## src/rtl/clne_pkg.sv

```systemverilog
`timescale 1ns / 1ps
`default_nettype none

package clne_pkg;

   // Operation codes carried in the request.
   typedef enum logic [2:0] {
      FUNC_INIT      = 3'd0,
      FUNC_CLEAR     = 3'd1,
      FUNC_HOME      = 3'd2,
      FUNC_CURSOR    = 3'd3,
      FUNC_TEXT      = 3'd4,
      FUNC_RAW       = 3'd5,
      FUNC_CONTROL   = 3'd6,
      FUNC_BACKLIGHT = 3'd7
   } func_type;

   // One request item and one result item.
   typedef struct packed {
      func_type    func;
      logic [7:0]  ch;
      logic [7:0]  col;
      logic [7:0]  row;
   } req_type;

   typedef struct packed {
      logic [7:0]  expander_byte;
      logic        last;
   } rsp_type;

   // Register indexes on the control port.
   localparam logic [2:0] CSR_BACKLIGHT  = 3'd0;
   localparam logic [2:0] CSR_DISPLAY    = 3'd1;
   localparam logic [2:0] CSR_CURSOR     = 3'd2;
   localparam logic [2:0] CSR_BLINK      = 3'd3;
   localparam logic [2:0] CSR_LINE_COUNT = 3'd4;

   // LCD controller commands and characters.
   localparam logic [7:0] CMD_CLEAR          = 8'h01;
   localparam logic [7:0] CMD_HOME           = 8'h02;
   localparam logic [7:0] CMD_ENTRY_MODE     = 8'h04;
   localparam logic [7:0] CMD_ENTRY_INC      = 8'h02;
   localparam logic [7:0] CMD_DISPLAY_CTRL   = 8'h08;
   localparam logic [7:0] CMD_FUNCTION_SET   = 8'h20;
   localparam logic [7:0] CMD_TWO_LINES      = 8'h08;
   localparam logic [7:0] CMD_DDRAM_ADDR     = 8'h80;
   localparam logic [7:0] WAKE_NIBBLE        = 8'h30;
   localparam logic [7:0] FOURBIT_NIBBLE     = 8'h20;
   localparam logic [7:0] CHAR_NUL           = 8'h00;
   localparam logic [7:0] CHAR_NEWLINE       = 8'h0A;

   localparam logic [7:0] ROW_OFFSET [4] = '{8'h00, 8'h40, 8'h14, 8'h54};

   // Microcode: what a step emits and where its byte value comes from.
   typedef enum logic [1:0] {
      K_BYTE,     // one raw port byte
      K_NIB,      // one raw nibble, three port bytes
      K_FULL,     // one LCD byte, six port bytes
      K_BRANCH    // text dispatch, no output
   } kind_type;

   typedef enum logic [3:0] {
      S_ZERO,
      S_WAKE,
      S_FOURBIT,
      S_FUNCSET,
      S_CONTROL,
      S_ENTRY,
      S_CLEAR,
      S_HOME,
      S_CURSOR,
      S_DATA
   } src_type;

   typedef struct packed {
      kind_type  kind;
      src_type   src;
      logic      rs;
      logic      done;
   } uword_type;

   localparam int       STEPS = 16;
   localparam int       PC_W  = $clog2(STEPS);

   localparam logic [PC_W-1:0] STEP_INIT      = PC_W'(0);
   localparam logic [PC_W-1:0] STEP_HOME      = PC_W'(9);
   localparam logic [PC_W-1:0] STEP_CLEAR     = PC_W'(10);
   localparam logic [PC_W-1:0] STEP_CURSOR    = PC_W'(11);
   localparam logic [PC_W-1:0] STEP_TEXT      = PC_W'(12);
   localparam logic [PC_W-1:0] STEP_DATA      = PC_W'(13);
   localparam logic [PC_W-1:0] STEP_CONTROL   = PC_W'(14);
   localparam logic [PC_W-1:0] STEP_BACKLIGHT = PC_W'(15);

   // Program store. Init runs straight from step 0 through home.
   function automatic uword_type ucode_rom(input logic [PC_W-1:0] pc);
      uword_type w;
      case (pc)
         4'd0:    w = '{K_BYTE,   S_ZERO,    1'b0, 1'b0};
         4'd1:    w = '{K_NIB,    S_WAKE,    1'b0, 1'b0};
         4'd2:    w = '{K_NIB,    S_WAKE,    1'b0, 1'b0};
         4'd3:    w = '{K_NIB,    S_WAKE,    1'b0, 1'b0};
         4'd4:    w = '{K_NIB,    S_FOURBIT, 1'b0, 1'b0};
         4'd5:    w = '{K_FULL,   S_FUNCSET, 1'b0, 1'b0};
         4'd6:    w = '{K_FULL,   S_CONTROL, 1'b0, 1'b0};
         4'd7:    w = '{K_FULL,   S_ENTRY,   1'b0, 1'b0};
         4'd8:    w = '{K_FULL,   S_CLEAR,   1'b0, 1'b0};
         4'd9:    w = '{K_FULL,   S_HOME,    1'b0, 1'b1};
         4'd10:   w = '{K_FULL,   S_CLEAR,   1'b0, 1'b1};
         4'd11:   w = '{K_FULL,   S_CURSOR,  1'b0, 1'b1};
         4'd12:   w = '{K_BRANCH, S_ZERO,    1'b0, 1'b0};
         4'd13:   w = '{K_FULL,   S_DATA,    1'b1, 1'b1};
         4'd14:   w = '{K_FULL,   S_CONTROL, 1'b0, 1'b1};
         4'd15:   w = '{K_FULL,   S_ZERO,    1'b0, 1'b1};
         default: w = '{K_FULL,   S_ZERO,    1'b0, 1'b1};
      endcase
      return w;
   endfunction

   // Entry step of each operation.
   function automatic logic [PC_W-1:0] entry_step(input func_type f);
      logic [PC_W-1:0] s;
      case (f)
         FUNC_INIT:    s = STEP_INIT;
         FUNC_CLEAR:   s = STEP_CLEAR;
         FUNC_HOME:    s = STEP_HOME;
         FUNC_CURSOR:  s = STEP_CURSOR;
         FUNC_TEXT:    s = STEP_TEXT;
         FUNC_RAW:     s = STEP_DATA;
         FUNC_CONTROL: s = STEP_CONTROL;
         default:      s = STEP_BACKLIGHT;
      endcase
      return s;
   endfunction

   // Row modulo the effective line count (zero counts as one, above four as four).
   // Modulo three folds base-4 digits, since four is one modulo three.
   function automatic logic [1:0] line_of(input logic [7:0] r, input logic [2:0] lines);
      logic [3:0] s;
      logic [2:0] t;
      logic [1:0] m3;
      logic [1:0] l;
      s = {2'b00, r[1:0]} + {2'b00, r[3:2]} + {2'b00, r[5:4]} + {2'b00, r[7:6]};
      t = {1'b0, s[3:2]} + {1'b0, s[1:0]};
      if (t >= 3'd6) begin
         m3 = 2'd0;
      end else if (t >= 3'd3) begin
         m3 = 2'(t - 3'd3);
      end else begin
         m3 = t[1:0];
      end
      case (lines)
         3'd0, 3'd1: l = 2'd0;
         3'd2:       l = {1'b0, r[0]};
         3'd3:       l = m3;
         default:    l = r[1:0];
      endcase
      return l;
   endfunction

endpackage

`default_nettype wire

```

## src/rtl/char_lcd_nibble_expander_encoder.sv

```systemverilog
`timescale 1ns / 1ps
`default_nettype none

// A request goes into the sequencer state; each port byte is registered on its way out.
// Text first passes a dispatch step. One port byte per cycle while the receiver does not
// stall; an LCD byte is six port bytes, init is 43 port bytes, and a NUL text gives none.
// The rate is set by the microcode sequencer, which works on one request at a time.
// Reset (synchronous, active high) idles the sequencer, empties the output register,
// clears the current line and loads the register defaults.
module char_lcd_nibble_expander_encoder
   import clne_pkg::*;
(
   input  wire logic        clock,
   input  wire logic        reset,

   input  wire logic        req_valid,
   output      logic        req_stall,
   input  wire req_type     req_data,

   output      logic        rsp_valid,
   input  wire logic        rsp_stall,
   output      rsp_type     rsp_data,

   input  wire logic        csr_psel,
   input  wire logic        csr_penable,
   input  wire logic        csr_pwrite,
   input  wire logic [4:0]  csr_paddr,
   input  wire logic [31:0] csr_pwdata,
   output      logic [31:0] csr_prdata,
   output      logic        csr_pready
);

   // Control state.
   logic             busy_ff, busy_in;
   logic [PC_W-1:0]  pc_ff, pc_in;
   logic [2:0]       sub_ff, sub_in;
   logic [1:0]       line_ff, line_in;
   logic             rsp_valid_ff, rsp_valid_in;

   // Payload state.
   logic [7:0]       ch_ff, ch_in;
   logic [7:0]       col_ff, col_in;
   rsp_type          rsp_data_ff, rsp_data_in;

   // Configuration registers.
   logic             bl_ff, disp_ff, curs_ff, blink_ff;
   logic [2:0]       lines_ff;

   uword_type        word;
   logic             req_accept;
   logic             adv;
   logic             newline;
   logic [7:0]       row_sel;
   logic [7:0]       value;
   logic [2:0]       sub_end;
   logic [3:0]       nibble;
   logic             en_bit;
   logic             full;
   logic             csr_write;
   logic [2:0]       csr_index;

   assign req_stall  = busy_ff;
   assign req_accept = req_valid && !busy_ff;
   assign rsp_valid  = rsp_valid_ff;
   assign rsp_data   = rsp_data_ff;
   assign adv        = !rsp_valid_ff || !rsp_stall;
   assign word       = ucode_rom(pc_ff);
   assign full       = (word.kind == K_FULL);

   // A text newline moves to column zero of the next line.
   assign newline = (req_data.func == FUNC_TEXT) && (req_data.ch == CHAR_NEWLINE);
   assign row_sel = newline ? 8'({line_ff} + 3'd1) : req_data.row;

   // Byte value selected by the current step.
   always_comb begin
      case (word.src)
         S_ZERO:    value = 8'h00;
         S_WAKE:    value = WAKE_NIBBLE;
         S_FOURBIT: value = FOURBIT_NIBBLE;
         S_FUNCSET: value = CMD_FUNCTION_SET | ((lines_ff > 3'd1) ? CMD_TWO_LINES : 8'h00);
         S_CONTROL: value = CMD_DISPLAY_CTRL | {5'd0, disp_ff, curs_ff, blink_ff};
         S_ENTRY:   value = CMD_ENTRY_MODE | CMD_ENTRY_INC;
         S_CLEAR:   value = CMD_CLEAR;
         S_HOME:    value = CMD_HOME;
         S_CURSOR:  value = CMD_DDRAM_ADDR | (col_ff + ROW_OFFSET[line_ff]);
         S_DATA:    value = ch_ff;
         default:   value = 8'h00;
      endcase
   end

   // Port byte formed from the value and the position within the step.
   always_comb begin
      case (word.kind)
         K_BYTE:  sub_end = 3'd0;
         K_NIB:   sub_end = 3'd2;
         default: sub_end = 3'd5;
      endcase
      nibble = (full && sub_ff >= 3'd3) ? value[3:0] : value[7:4];
      en_bit = (sub_ff == 3'd1) || (sub_ff == 3'd4);
   end

   // Sequencer next state.
   always_comb begin
      busy_in      = busy_ff;
      pc_in        = pc_ff;
      sub_in       = sub_ff;
      line_in      = line_ff;
      ch_in        = ch_ff;
      col_in       = col_ff;
      rsp_valid_in = rsp_valid_ff && rsp_stall;
      rsp_data_in  = rsp_data_ff;

      if (req_accept) begin
         busy_in = 1'b1;
         pc_in   = entry_step(req_data.func);
         sub_in  = 3'd0;
         ch_in   = req_data.ch;
         col_in  = newline ? 8'h00 : req_data.col;
         if (req_data.func == FUNC_CURSOR || newline) begin
            line_in = line_of(row_sel, lines_ff);
         end
      end else if (busy_ff) begin
         if (word.kind == K_BRANCH) begin
            // Text dispatch: NUL ends quietly, newline sets the cursor.
            if (ch_ff == CHAR_NUL) begin
               busy_in = 1'b0;
            end else if (ch_ff == CHAR_NEWLINE) begin
               pc_in = STEP_CURSOR;
            end else begin
               pc_in = STEP_DATA;
            end
         end else if (adv) begin
            rsp_valid_in              = 1'b1;
            rsp_data_in.expander_byte = {nibble, bl_ff && full, en_bit, 1'b0, word.rs && full};
            rsp_data_in.last          = word.done && (sub_ff == sub_end);
            if (sub_ff == sub_end) begin
               sub_in = 3'd0;
               if (word.done) begin
                  busy_in = 1'b0;
               end else begin
                  pc_in = pc_ff + PC_W'(1);
               end
            end else begin
               sub_in = sub_ff + 3'd1;
            end
         end
      end
   end

   // Control registers.
   always_ff @(posedge clock) begin
      if (reset) begin
         busy_ff      <= 1'b0;
         pc_ff        <= STEP_INIT;
         sub_ff       <= 3'd0;
         line_ff      <= 2'd0;
         rsp_valid_ff <= 1'b0;
      end else begin
         busy_ff      <= busy_in;
         pc_ff        <= pc_in;
         sub_ff       <= sub_in;
         line_ff      <= line_in;
         rsp_valid_ff <= rsp_valid_in;
      end
   end

   // Payload registers.
   always_ff @(posedge clock) begin
      ch_ff       <= ch_in;
      col_ff      <= col_in;
      rsp_data_ff <= rsp_data_in;
   end

   // Control port: writes on the access cycle, reads return the register.
   assign csr_pready = 1'b1;
   assign csr_write  = csr_psel && csr_penable && csr_pwrite && csr_pready;
   assign csr_index  = csr_paddr[4:2];

   always_ff @(posedge clock) begin
      if (reset) begin
         bl_ff    <= 1'b0;
         disp_ff  <= 1'b1;
         curs_ff  <= 1'b1;
         blink_ff <= 1'b1;
         lines_ff <= 3'd2;
      end else if (csr_write) begin
         case (csr_index)
            CSR_BACKLIGHT:  bl_ff    <= csr_pwdata[0];
            CSR_DISPLAY:    disp_ff  <= csr_pwdata[0];
            CSR_CURSOR:     curs_ff  <= csr_pwdata[0];
            CSR_BLINK:      blink_ff <= csr_pwdata[0];
            CSR_LINE_COUNT: lines_ff <= csr_pwdata[2:0];
            default: ;
         endcase
      end
   end

   always_comb begin
      case (csr_index)
         CSR_BACKLIGHT:  csr_prdata = {31'd0, bl_ff};
         CSR_DISPLAY:    csr_prdata = {31'd0, disp_ff};
         CSR_CURSOR:     csr_prdata = {31'd0, curs_ff};
         CSR_BLINK:      csr_prdata = {31'd0, blink_ff};
         CSR_LINE_COUNT: csr_prdata = {29'd0, lines_ff};
         default:        csr_prdata = 32'd0;
      endcase
   end

`ifndef SYNTHESIS
   // A stalled port byte stays in place until it is taken.
   a_rsp_hold: assert property (@(posedge clock) disable iff (reset)
      rsp_valid_ff && rsp_stall |=> rsp_valid_ff && $stable(rsp_data_ff))
      else $error("stalled port byte changed or dropped");

   // The position within a step rests at zero between requests.
   a_sub_idle: assert property (@(posedge clock) disable iff (reset)
      !busy_ff |-> sub_ff == 3'd0)
      else $error("step position not at zero while idle");

   // The current line only moves when a request is taken.
   a_line_hold: assert property (@(posedge clock) disable iff (reset)
      !req_accept |=> $stable(line_ff))
      else $error("current line changed without a request");

   // Outside a full LCD byte, the step position stays within the three bytes of a raw nibble.
   a_sub_range: assert property (@(posedge clock) disable iff (reset)
      busy_ff && word.kind != K_FULL |-> sub_ff <= 3'd2)
      else $error("step position beyond a raw step");
`endif

endmodule

`default_nettype wire

```

## config.mk

```make
export PLATFORM = sky130hd
export DESIGN_NAME = char_lcd_nibble_expander_encoder
export DESIGN_NICKNAME = d
export VERILOG_FILES = /design/src/rtl/clne_pkg.sv /design/src/rtl/char_lcd_nibble_expander_encoder.sv
export SDC_FILE = /design/constraint.sdc
export NUM_CORES = 1
export LEC_CHECK = 0
export BUFFER_PORTS_ARGS = -buffer_cell sky130_fd_sc_hd__buf_4
export CAP_MARGIN = 20
export CORE_MARGIN = 2
export CORE_UTILIZATION = 40
export CTS_BUF_LIST = sky130_fd_sc_hd__clkbuf_8
export CTS_CLUSTER_SIZE = 24
export DETAILED_ROUTE_END_ITERATION = 16
export GPL_ROUTABILITY_DRIVEN = 1
export GPL_TIMING_DRIVEN = 0
export PLACE_DENSITY = 0.63
export SYNTH_ARGS = -nofsm -noshare
export SYNTH_HDL_FRONTEND = slang
export SYNTH_SLANG_ARGS = --single-unit
```

## constraint.sdc

```tcl
create_clock -name clock -period 5.2 [get_ports clock]
set_input_delay 0.26 -clock clock [delete_from_list [all_inputs] [get_ports clock]]
set_output_delay 0.26 -clock clock [all_outputs]
set_load 0.1 [all_outputs]
```

After elaboration in Yosys (flattened, before gate mapping). Memories as Yosys holds them, arrays and structs flattened. A register that Yosys moved wholly into a read port is not among the register bits. Index checks and enable logic that the tools add are counted.

Add/sub/neg operators: 9. Order comparisons: 5. Equal/unequal tests: 32. Multiplexer cells: 35. Bitwise gates (word level): 3. Reductions and logical operators: 34.

Operators by type and width (count): $pmux 8 s9 (1); $mux 4 (11); $pmux 4 s7 (1); $eq 3x2->1 const B (6); $bmux 8 s2 (1); $eq 4x3->1 const B (4); $eq 8x4->1 const B (2); $eq 3x3->1 const B (5); $pmux 3 s5 (1); $mux 7 (2); $eq 3x1->1 const B (4); $reduce_and 2->1 (6); $mux 1 (11); $logic_and 1x1->1 (9); $logic_not 3->1 (3); $eq 4x2->1 const B (2); $eq 4x4->1 const B (2); $logic_not 8->1 (1); $mux 8 (1); $add 7x7->7 (1); $add 2x2->3 (2); $ge 3x2->1 const B (2); $ge 3x3->1 const B (2); $mux 3 (2); other kinds (27) (36).

Flip-flop bits (word level): 41. Bits in read-only memories: 128. Bits of input ports: 71. Output and inout port bits: 44. Memories: 1.

Memories: (name not given) (words 16, width 8, rd ports 1, clocked after Yosys merged registers in 1, wr ports 0, line clne_pkg.sv:97) `case (pc)`.

Longest topological paths before layout. Gate-level depths: netlist of the first run.

Word-level depth: 11. Gate-level depth with buffers: 17.

Least setup slack after synthesis of the first run. No wires, ideal clock.

Path kind: input port to flip-flop. Start point: in req_data[23] in the netlist's numbering. End point: reg line_ff[0]. Library setup time: 0.091 ns. Arrival time: 4.386 ns. Slack: 0.723 ns. Stages on the path: 15. Buffers on the path: 1. Path through: nor4b_1 -> nand4_1 -> clkbuf_1 -> mux2i_1 -> fa_1 -> inv_1 -> fa_1 -> ha_1 -> fa_1 -> ha_1 -> fa_1 -> ha_1 -> o31a_1 -> or3_1 -> a311oi_1.

Cells in the longest elaborated chain, start to end: 11. Elaborated cells on any way between the ends: 15. Classes of those cells: add/sub: 5; order compare: 2; eq/ne: 1; mux: 4; reduce/logical: 3.

RTL lines: from (decl) (line char_lcd_nibble_expander_encoder.sv:18) `input wire req_type req_data,`; $eq 8x4->1 * (line char_lcd_nibble_expander_encoder.sv:71) `assign newline = (req_data.func == FUNC_TEXT) && (req_data.ch == CHAR_NEWLINE);`; $logic_and 1x1->1 * (line char_lcd_nibble_expander_encoder.sv:71); $mux 8 (line char_lcd_nibble_expander_encoder.sv:72) `assign row_sel = newline ? 8'({line_ff} + 3'd1) : req_data.row;`; $add 2x2->3 (line clne_pkg.sv:142) `s = {2'b00, r[1:0]} + {2'b00, r[3:2]} + {2'b00, r[5:4]} + {2'b00, r[7:6]};`; $add 3x2->4 (line clne_pkg.sv:142); $add 4x2->4 (line clne_pkg.sv:142); $add 2x2->3 (line clne_pkg.sv:143) `t = {1'b0, s[3:2]} + {1'b0, s[1:0]};`; $ge 3x2->1 / $sub 2x2->2 (equally long branches) (line clne_pkg.sv:146, clne_pkg.sv:147); $mux 2 (line clne_pkg.sv:146) `end else if (t >= 3'd3) begin`; $mux 2 (line clne_pkg.sv:144) `if (t >= 3'd6) begin`; $pmux 2 s3 (line clne_pkg.sv:151) `case (lines)`; to (signal assigned) (line char_lcd_nibble_expander_encoder.sv:162) `line_ff <= line_in;`; to (decl) (line char_lcd_nibble_expander_encoder.sv:37) `logic [1:0] line_ff, line_in;`.

Every way passes the cells marked *; elsewhere a longest branch is shown, timed or not. A chain may end at the register's enable or synchronous reset.

Worst setup path in the final report of the first run. Same ends and word-level chain as after synthesis.

==> qor.csv, run 1 <==
stage,metric,value,unit
run_status,outcome,finished clean,
place,dpl hpwl,5400,µm
logic_synthesis,Synth Area in Compound Gates,0.139,
clock_tree,Max clock buf depth,2,
global_routing,Global Route Usage Sum,0.165,
setup_path,startpoint types,input port,
die,Core ar.,7730,µm²
logic_synthesis,cells after synthesis,335,
cells_and_area,area of the multi-input gates,1740,µm²
route,DR vias,2530,
timing,Worst-Margin Slew,0.582,ns
timing,hold slack final,0.144,ns
logic_synthesis,Synth Cell Area,3190,µm²
cells_and_area,Layout Utilization,0.507,
clock_tree,clock tree from TritonCTS,built,
clock_tree,htree depth,2,
logic_synthesis,Synth Area in Adders,0.0839,
die,I/O pin count,115,
cells_and_area,share of layout cells above drive strength 1,0.246,
logic_synthesis,mux share of post-synthesis cell area,0.0580,
timing,final setup violation count,0,
timing,final hold vios,0,
logic_synthesis,Async SR Flop Fraction,0,
setup_path,Critical Path AT,4.90,ns
place,Final Wtd Congestion,0.877,
global_routing,"Remaining Overflow, GRT",0,
logic_synthesis,top cell type's share of synthesized area,0.216,
route,vias per inst,4.82,
die,Die H,93.3,µm
place,Area after DPL,3810,µm²
timing,Pins Over Slew Limit,0,
logic_synthesis,Synth Area in XOR/XNOR,0.0247,
logic_synthesis,Synth Register Bits,49,
logic_synthesis,"Avg Cell Area, Syn",9.53,µm²
cells_and_area,"final std cell area, no fill",3920,µm²
timing,Fin Setup TNS,0,ns
setup_path,critical-path cell list,buf_4 -> nor4b_1 -> nand4_1 -> clkbuf_1 -> mux2i_1 -> fa_1 -> inv_1 -> fa_1 -> ha_1 -> fa_1 -> ha_1 -> fa_1 -> ha_1 -> o31a_1 -> or3_1 -> a311oi_1,
cells_and_area,NumNets Final,512,
timing,Final period util,0.902,
global_routing,largest net degree at the start of global routing,22,
clock_tree,"Hold-fix buffers, CTS",0,
cells_and_area,layout filler cell count,733,
setup_path,CP max stage delay,0.56,ns
global_routing,first-pass GRT wire length,11400,µm
run,MaxCap Viol Count,0,
route,Iter 0 DRT Violations,110,
logic_synthesis,Post-synth EDFFs,23,
setup_path,crit-path leading delay family,adder cells,
power,power density cells,394,nW/µm²
timing,Slew HR,0.612,
logic_synthesis,largest family of logic cells by synthesized area,simple AND/OR/NAND/NOR gates,
route,Routed wire per std cell,12.8,µm
logic_synthesis,Synth Area in Simple Gates,0.201,
clock_tree,Worst-path clk slew,0.09,ns
clock_tree,root buf cell,clkbuf_8,
logic_synthesis,Synth Warn #,0,
setup_path,crit path buf inv count,3,
setup_path,Crit Path Max Fanout,10,
setup_path,"most used cell, CP",fa_1,
power,Max VDD drop,169,µV
route,first-pass iteration count of the detailed router,4,
power,Leak,0.00171,µW
die,Initial Util,0.413,
cells_and_area,Reg area,1210,µm²
logic_synthesis,largest cells by area after synthesis,"edfxtp_1 (22%), dfxtp_1 (16%), buf_4 (7.3%)",
timing,unrepaired setup endpoints after global routing,no,
die,Die Area,8710,µm²
route,Routed Antenna Nets,0,
setup_path,CP endpoint kind,flop,
clock_tree,post-CTS setup buffers,0,
die,Die Span X,93.3,µm
cells_and_area,ANT cells,0,
timing,skew final,0.00724,ns
route,DRC viols,0,
clock_tree,PostCTS Resize Cnt,0,
die,std cell rows,32,
clock_tree,Worst-Skew Late Latency,0.30,ns
logic_synthesis,"area leader, netlist",edfxtp_1,
cells_and_area,Area Growth Syn to Fin,22.8,%
clock_tree,CTS sink count,49,
logic_synthesis,ys flop type,dfxtp_1,
timing,final worst path period need,4.69,ns
logic_synthesis,sequential share of the synthesized area,0.379,
setup_path,Crit path required time,5.41,ns
setup_path,Worst path slowest cell,fa_1,
clock_tree,number of CTS-inserted buffers,5,
logic_synthesis,"Distinct cells, synth",61,
global_routing,initial antenna violation count,0,
timing,Max Freq,213,MHz
place,Port Buffer Count,51,
hold_path,min-delay worst type,input port to flop,
route,routed wire length,6710,µm
setup_path,CP Class,input port to flop,
global_routing,vias in the first global route,2478,
==> path summary, 6_finish.rpt <==
| kind | startpoint | end | slack (ns) | depth (start not counted) |
|---|---|---|---|---|
| hold / removal | req_data[17] | ch_ff[1] | 0.14 | 1 |
| setup / recovery | req_data[23] | line_ff[0] | 0.51 | 16 |
| hold reg to reg | disp_ff | disp_ff | 0.54 | 2 |
| setup reg to reg | line_ff[0] | line_ff[0] | 0.76 | 13 |
==> where the power goes <==
part | switching [µW] | total, µW | leakage, µW | internal [µW]
Clock | 123 | 264 | 0.0000593 | 141
Sequential | 56.6 | 529 | 0.000434 | 472
Combinational | 491 | 752 | 0.00121 | 261
==> layout make-up <==
cell class | count | share of cell area
tap | 102 | 0.0326
inverter | 16 | 0.0160
multi-input combinational | 257 | 0.443
clock buffer | 5 | 0.0176
clock inverter | 3 | 0.00989
sequential | 49 | 0.309
timing repair buffer | 51 | 0.0977
buffer | 42 | 0.0747
==> cell usage in the layout, fill, tap and decap left out, drive strengths merged, types with 4 or more instances in the layout <==
cell type,n
nand2,27
nor2,23
o21ai,8
mux2i,14
xor2,6
buf,86
a21oi,18
edfxtp,23
nand3,4
nand2b,5
inv,17
fa,4
nor3,13
and2,15
mux2,4
nor4,4
dfxtp,26
ha,15
nor2b,14
nand3b,4
conb,31
clkbuf,12
==> cell usage after synthesis, drive strengths merged (4+ instances only) <==
master   n
inv     16
and2    15
mux2     4
mux2i   14
nor3    13
edfxtp  23
nand3    4
nand3b   4
nor2    23
nor2b   14
ha      15
buf     35
nand2b   5
nor4     4
clkbuf   7
fa       4
a21oi   18
xor2     6
dfxtp   26
nand2   27
o21ai    8
==> flip-flops by register name (all words and copies together), names as in the netlist <==
signal and flops:
disp_ff 1, pc_ff 4, rsp_data 8, bl_ff 1
ch_ff 8, lines_ff 3, blink_ff 1, sub_ff 3
line_ff 2, word 8, curs_ff 1, req_stall 1
col_ff 7, rsp_valid 1
==> cells by family (layout without fill, tap and decap cells) <==
| family | after synthesis | count (layout) |
|---|---|---|
| flops | 49 | 49 |
| fa+ha+maj | 19 | 19 |
| mux | 18 | 18 |
| buf+inv | 58 | 117 |
| simple gates | 121 | 121 |
| xor+xnor | 9 | 9 |
| compound gates | 59 | 59 |
| other cells | 2 | 31 |
==> routing by layer <==
| metal | wire length, µm | global-route usage | share of wire | vias to the layer above |
|---|---|---|---|---|
| met1 | 3070 | 0.204 | 0.46 | 1146 |
| met5 | 0 | 0 | 0 | - |
| met2 | 3250 | 0.286 | 0.48 | 71 |
| met4 | 72 | 0.0539 | 0.011 | 0 |
| li1 | - | - | - | 1308 |
| met3 | 313 | 0.0322 | 0.047 | 5 |
==> metrics by stage <==
step | std cells | setup WS (ns) | power [µW]
6_report | 525 | 0.509 | 1540
5_1_grt | 525 | 0.335 | 1650
4_1_cts | 525 | 0.494 | 1550
3_5_place_dp | 517 | 0.197 | 1290
3_3_place_gp | 517 | 0.231 | 1280
2_1_floorplan | 364 | 0.723 | 1140
Power figures use the tool's default switching activity.
==> run 2, diff against run 1 <==
ABC_AREA = 1   (was unset)
BUFFER_PORTS_ARGS = -buffer_cell sky130_fd_sc_hd__buf_2   (was -buffer_cell sky130_fd_sc_hd__buf_4)
PLACE_DENSITY = 0.62   (was 0.63)
==> run 2 against run 1 <==
Area after synthesis increased by 1.6%. Critical endpoint unchanged. Clock skew increased by 0.0012 ns. Critical path depth increased by 10. First-iteration DRC count increased by 6.4%. Largest power group unchanged. Cell count increased by 19%. Flip-flop and latch count unchanged.
==> qor.csv, run 2 <==
stage,metric,value,unit,change
run_status,outcome,finished clean,,
setup_path,CP endpoint kind,flop,,
die,I/O pin count,115,,unchanged
die,std cell rows,32,,unchanged
logic_synthesis,largest cells by area after synthesis,"edfxtp_1 (21%), dfxtp_1 (16%), nand2_1 (12%)",,
clock_tree,htree depth,2,,unchanged
cells_and_area,"final std cell area, no fill",3830,µm²,-2.3%
cells_and_area,share of layout cells above drive strength 1,0.204,,-0.0421
setup_path,Crit path required time,5.45,ns,+0.04 ns
power,NetSw,725,µW,+8.0%
timing,Worst-Margin Slew,0.730,ns,+0.148 ns
logic_synthesis,"Distinct cells, synth",42,,-31%
logic_synthesis,Synth Warn #,0,,unchanged
global_routing,"Remaining Overflow, GRT",0,,unchanged
die,Die Area,8850,µm²,+1.5%
global_routing,first-pass GRT wire length,11600,µm,+2.1%
setup_path,Critical Path AT,4.59,ns,-0.31 ns
global_routing,largest net degree at the start of global routing,16,,-27%
route,routed wire length,6850,µm,+2.0%
place,Final Wtd Congestion,0.885,,+0.92%
clock_tree,CTS sink count,49,,unchanged
setup_path,Crit Path Max Fanout,5,,-5
clock_tree,clock tree from TritonCTS,built,,
logic_synthesis,Post-synth EDFFs,23,,unchanged
cells_and_area,NumNets Final,614,,+20%
power,Max VDD drop,155,µV,-8.5%
global_routing,gr busiest metal,met2,,
global_routing,Global Route Usage Sum,0.166,,+0.00124
route,DR vias,2859,,+13%
logic_synthesis,ys flop type,dfxtp_1,,
timing,Pins Over Slew Limit,0,,unchanged
logic_synthesis,sequential share of the synthesized area,0.373,,-0.00600
clock_tree,post-CTS setup buffers,0,,unchanged
cells_and_area,most common library cell in the layout ignoring fill and taps,nand2_1,,
setup_path,CP Class,input port to flop,,
power,Int Pwr,766,µW,-12%
route,Iter 0 DRT Violations,117,,+6.4%
clock_tree,root buf cell,clkbuf_8,,
timing,Final period util,0.836,,-0.0665
place,dpl hpwl,5660,µm,+4.8%
hold_path,min-delay worst type,input port to flop,,
global_routing,M3 GR Usage,0.0305,,-0.00173
route,DRC viols,0,,unchanged
logic_synthesis,Synth Register Bits,49,,unchanged
cells_and_area,Area Growth Syn to Fin,18.0,%,
timing,Slew HR,0.511,,-0.101
run,MaxCap Viol Count,0,,unchanged
setup_path,startpoint types,input port,,
logic_synthesis,most frequent cell after synthesis,nand2_1,,
timing,final setup violation count,0,,unchanged
logic_synthesis,top cell type's share of synthesized area,0.213,,-0.00342
logic_synthesis,Async SR Flop Fraction,0,,unchanged
logic_synthesis,Synth Cell Area,3240,µm²,+1.6%
cells_and_area,layout filler cell count,818,,+12%
route,Routed Antenna Nets,0,,unchanged
logic_synthesis,"area leader, netlist",edfxtp_1,,
timing,Max Freq,230,MHz,+8.0%
cells_and_area,ANT cells,0,,unchanged
place,pre-CTS WS,0.503,ns,+0.305 ns
place,Area after DPL,3740,µm²,-1.8%
logic_synthesis,"Avg Cell Area, Syn",7.44,µm²,-22%
power,power density cells,389,nW/µm²,-1.2%
die,Core ar.,7810,µm²,+1.0%
timing,final worst path period need,4.35,ns,-0.346 ns
clock_tree,PostCTS Resize Cnt,0,,unchanged
route,vias per inst,4.56,,-5.4%
die,Initial Util,0.416,,+0.00233
global_routing,initial antenna violation count,0,,unchanged
power,sequential share of power,0.355,,+0.013
die,Die H,94.1,µm,+0.77%
power,Clk pwr share,0.153,,-0.018
power,combinational share of power,0.493,,+0.006
timing,hold slack final,0.139,ns,-0.00429 ns
timing,Fin Setup TNS,0,ns,unchanged
route,first-pass iteration count of the detailed router,4,,unchanged
die,Die Span X,94.1,µm,+0.77%
clock_tree,"Hold-fix buffers, CTS",0,,unchanged
place,Port Buffer Count,51,,unchanged
clock_tree,Max clock buf depth,2,,unchanged
logic_synthesis,synth cell count leaders,"nand2_1 (100), inv_1 (71), nor2_1 (44)",,
hold_path,hold depth,1,,unchanged
power,Sw Share,0.486,,+0.0517
cells_and_area,most frequent cells in the layout,"nand2_1 (100), inv_1 (71), buf_2 (51)",,
setup_path,Worst R2R Path Depth,19,,+6
global_routing,GR Layer Usage met1,0.230,,+0.0258
timing,unrepaired setup endpoints after global routing,no,,
clock_tree,number of CTS-inserted buffers,5,,unchanged
timing,skew final,0.00841,ns,+0.00118 ns
logic_synthesis,cells after synthesis,436,,+30%
timing,final hold vios,0,,unchanged
clock_tree,Worst-path clk slew,0.10,ns,about the same
clock_tree,Worst-Skew Late Latency,0.31,ns,about the same
power,Leak,0.00200,µW,+17%
global_routing,GRT met2 Usage,0.265,,-0.0205
global_routing,vias in the first global route,2580,,+4.1%
route,Routed wire per std cell,10.9,µm,-15%
timing,PnR worst setup slack,0.855,ns,+0.346 ns
==> run 2: cell types whose count changed after synthesis, sizes merged, moves of 4 or more <==
cell    previous run  this run
o21ai              8        19
xor2               6         2
mux2               4         0
buf               35        31
nor2b             14         0
nor3              13         7
nand3              4        33
nand2             27       102
nand2b             5         0
and2              15         0
inv               16        73
mux2i             14         0
clkbuf             7         2
nor2              23        46
==> run 2: routing by layer <==
metal / wire length (µm) / vias up
li1: - / 1519
met1: 3330 / 1240
met2: 2980 / 91
met3: 466 / 9
met4: 77 / 0
met5: 0 / -
==> run 2: through the flow <==
stage | instances | total power, µW | util
final | 627 | 1490 | 0.491
after global routing | 627 | 1610 | 0.491
after CTS | 627 | 1500 | 0.491
after detailed placement | 619 | 1270 | 0.479
after global placement | 618 | 1260 | 0.479
after floorplan | 465 | 1130 | -
==> run 2: path summary, 6_finish.rpt <==
path / start / end / slack [ns]
worst max-delay path: req_data[22] / line_ff[0] / 0.85
worst min register to register: blink_ff / blink_ff / 0.50
worst min-delay path: req_data[17] / ch_ff[1] / 0.14
worst max register to register: line_ff[1] / line_ff[0] / 1.01
==> run 2: area by class of cell <==
type,instances,area [µm²],area share
multi-input cells,308,1620,0.423
flip-flops and latches,49,1210,0.316
inverters,75,283,0.0738
repair buffers,52,263,0.0686
plain buffers,33,240,0.0627
well taps,102,128,0.0333
clock buffers,5,68.8,0.0180
clock inverters,3,17.5,0.00457
==> run 2: cell families (layout without fill, tap and decap cells) <==
logic type | after synthesis | in the layout | share of synthesized area
simple gates | 198 | 198 | 0.266
buf+inv | 108 | 168 | 0.161
compound gates | 56 | 56 | 0.104
flops | 49 | 49 | 0.373
fa+ha+maj | 19 | 19 | 0.0825
xor+xnor | 4 | 4 | 0.0108
other cells | 2 | 31 | 0.00231
==> run 2: critical path, cell delays in order <==
cell and delay (ns):
buf_2 0.11, nor3_1 0.23, nand4_1 0.29, nor2_1 0.16
a21oi_1 0.08, or2_2 0.30, nand2_1 0.06, inv_1 0.04
ha_1 0.16, inv_1 0.05, nand2_1 0.08, fa_1 0.49
ha_1 0.22, fa_1 0.43, ha_1 0.20, fa_1 0.47
ha_1 0.22, nor2_1 0.12, o21ai_0 0.10, inv_1 0.09
nor2_1 0.04, a21oi_1 0.11, nand2_1 0.07, nand2_1 0.09
nor2_1 0.04, nor2_1 0.08
==> run 2: power by group through the flow <==
| stage | Combinational (µW) | Clock (µW) | Sequential (µW) |
|---|---|---|---|
| after global placement | 723 | 0 | 537 |
| after CTS | 736 | 235 | 529 |
| after floorplan | 500 | 0 | 634 |
| final | 735 | 227 | 529 |
| after detailed placement | 733 | 0 | 537 |
| after global routing | 824 | 249 | 537 |
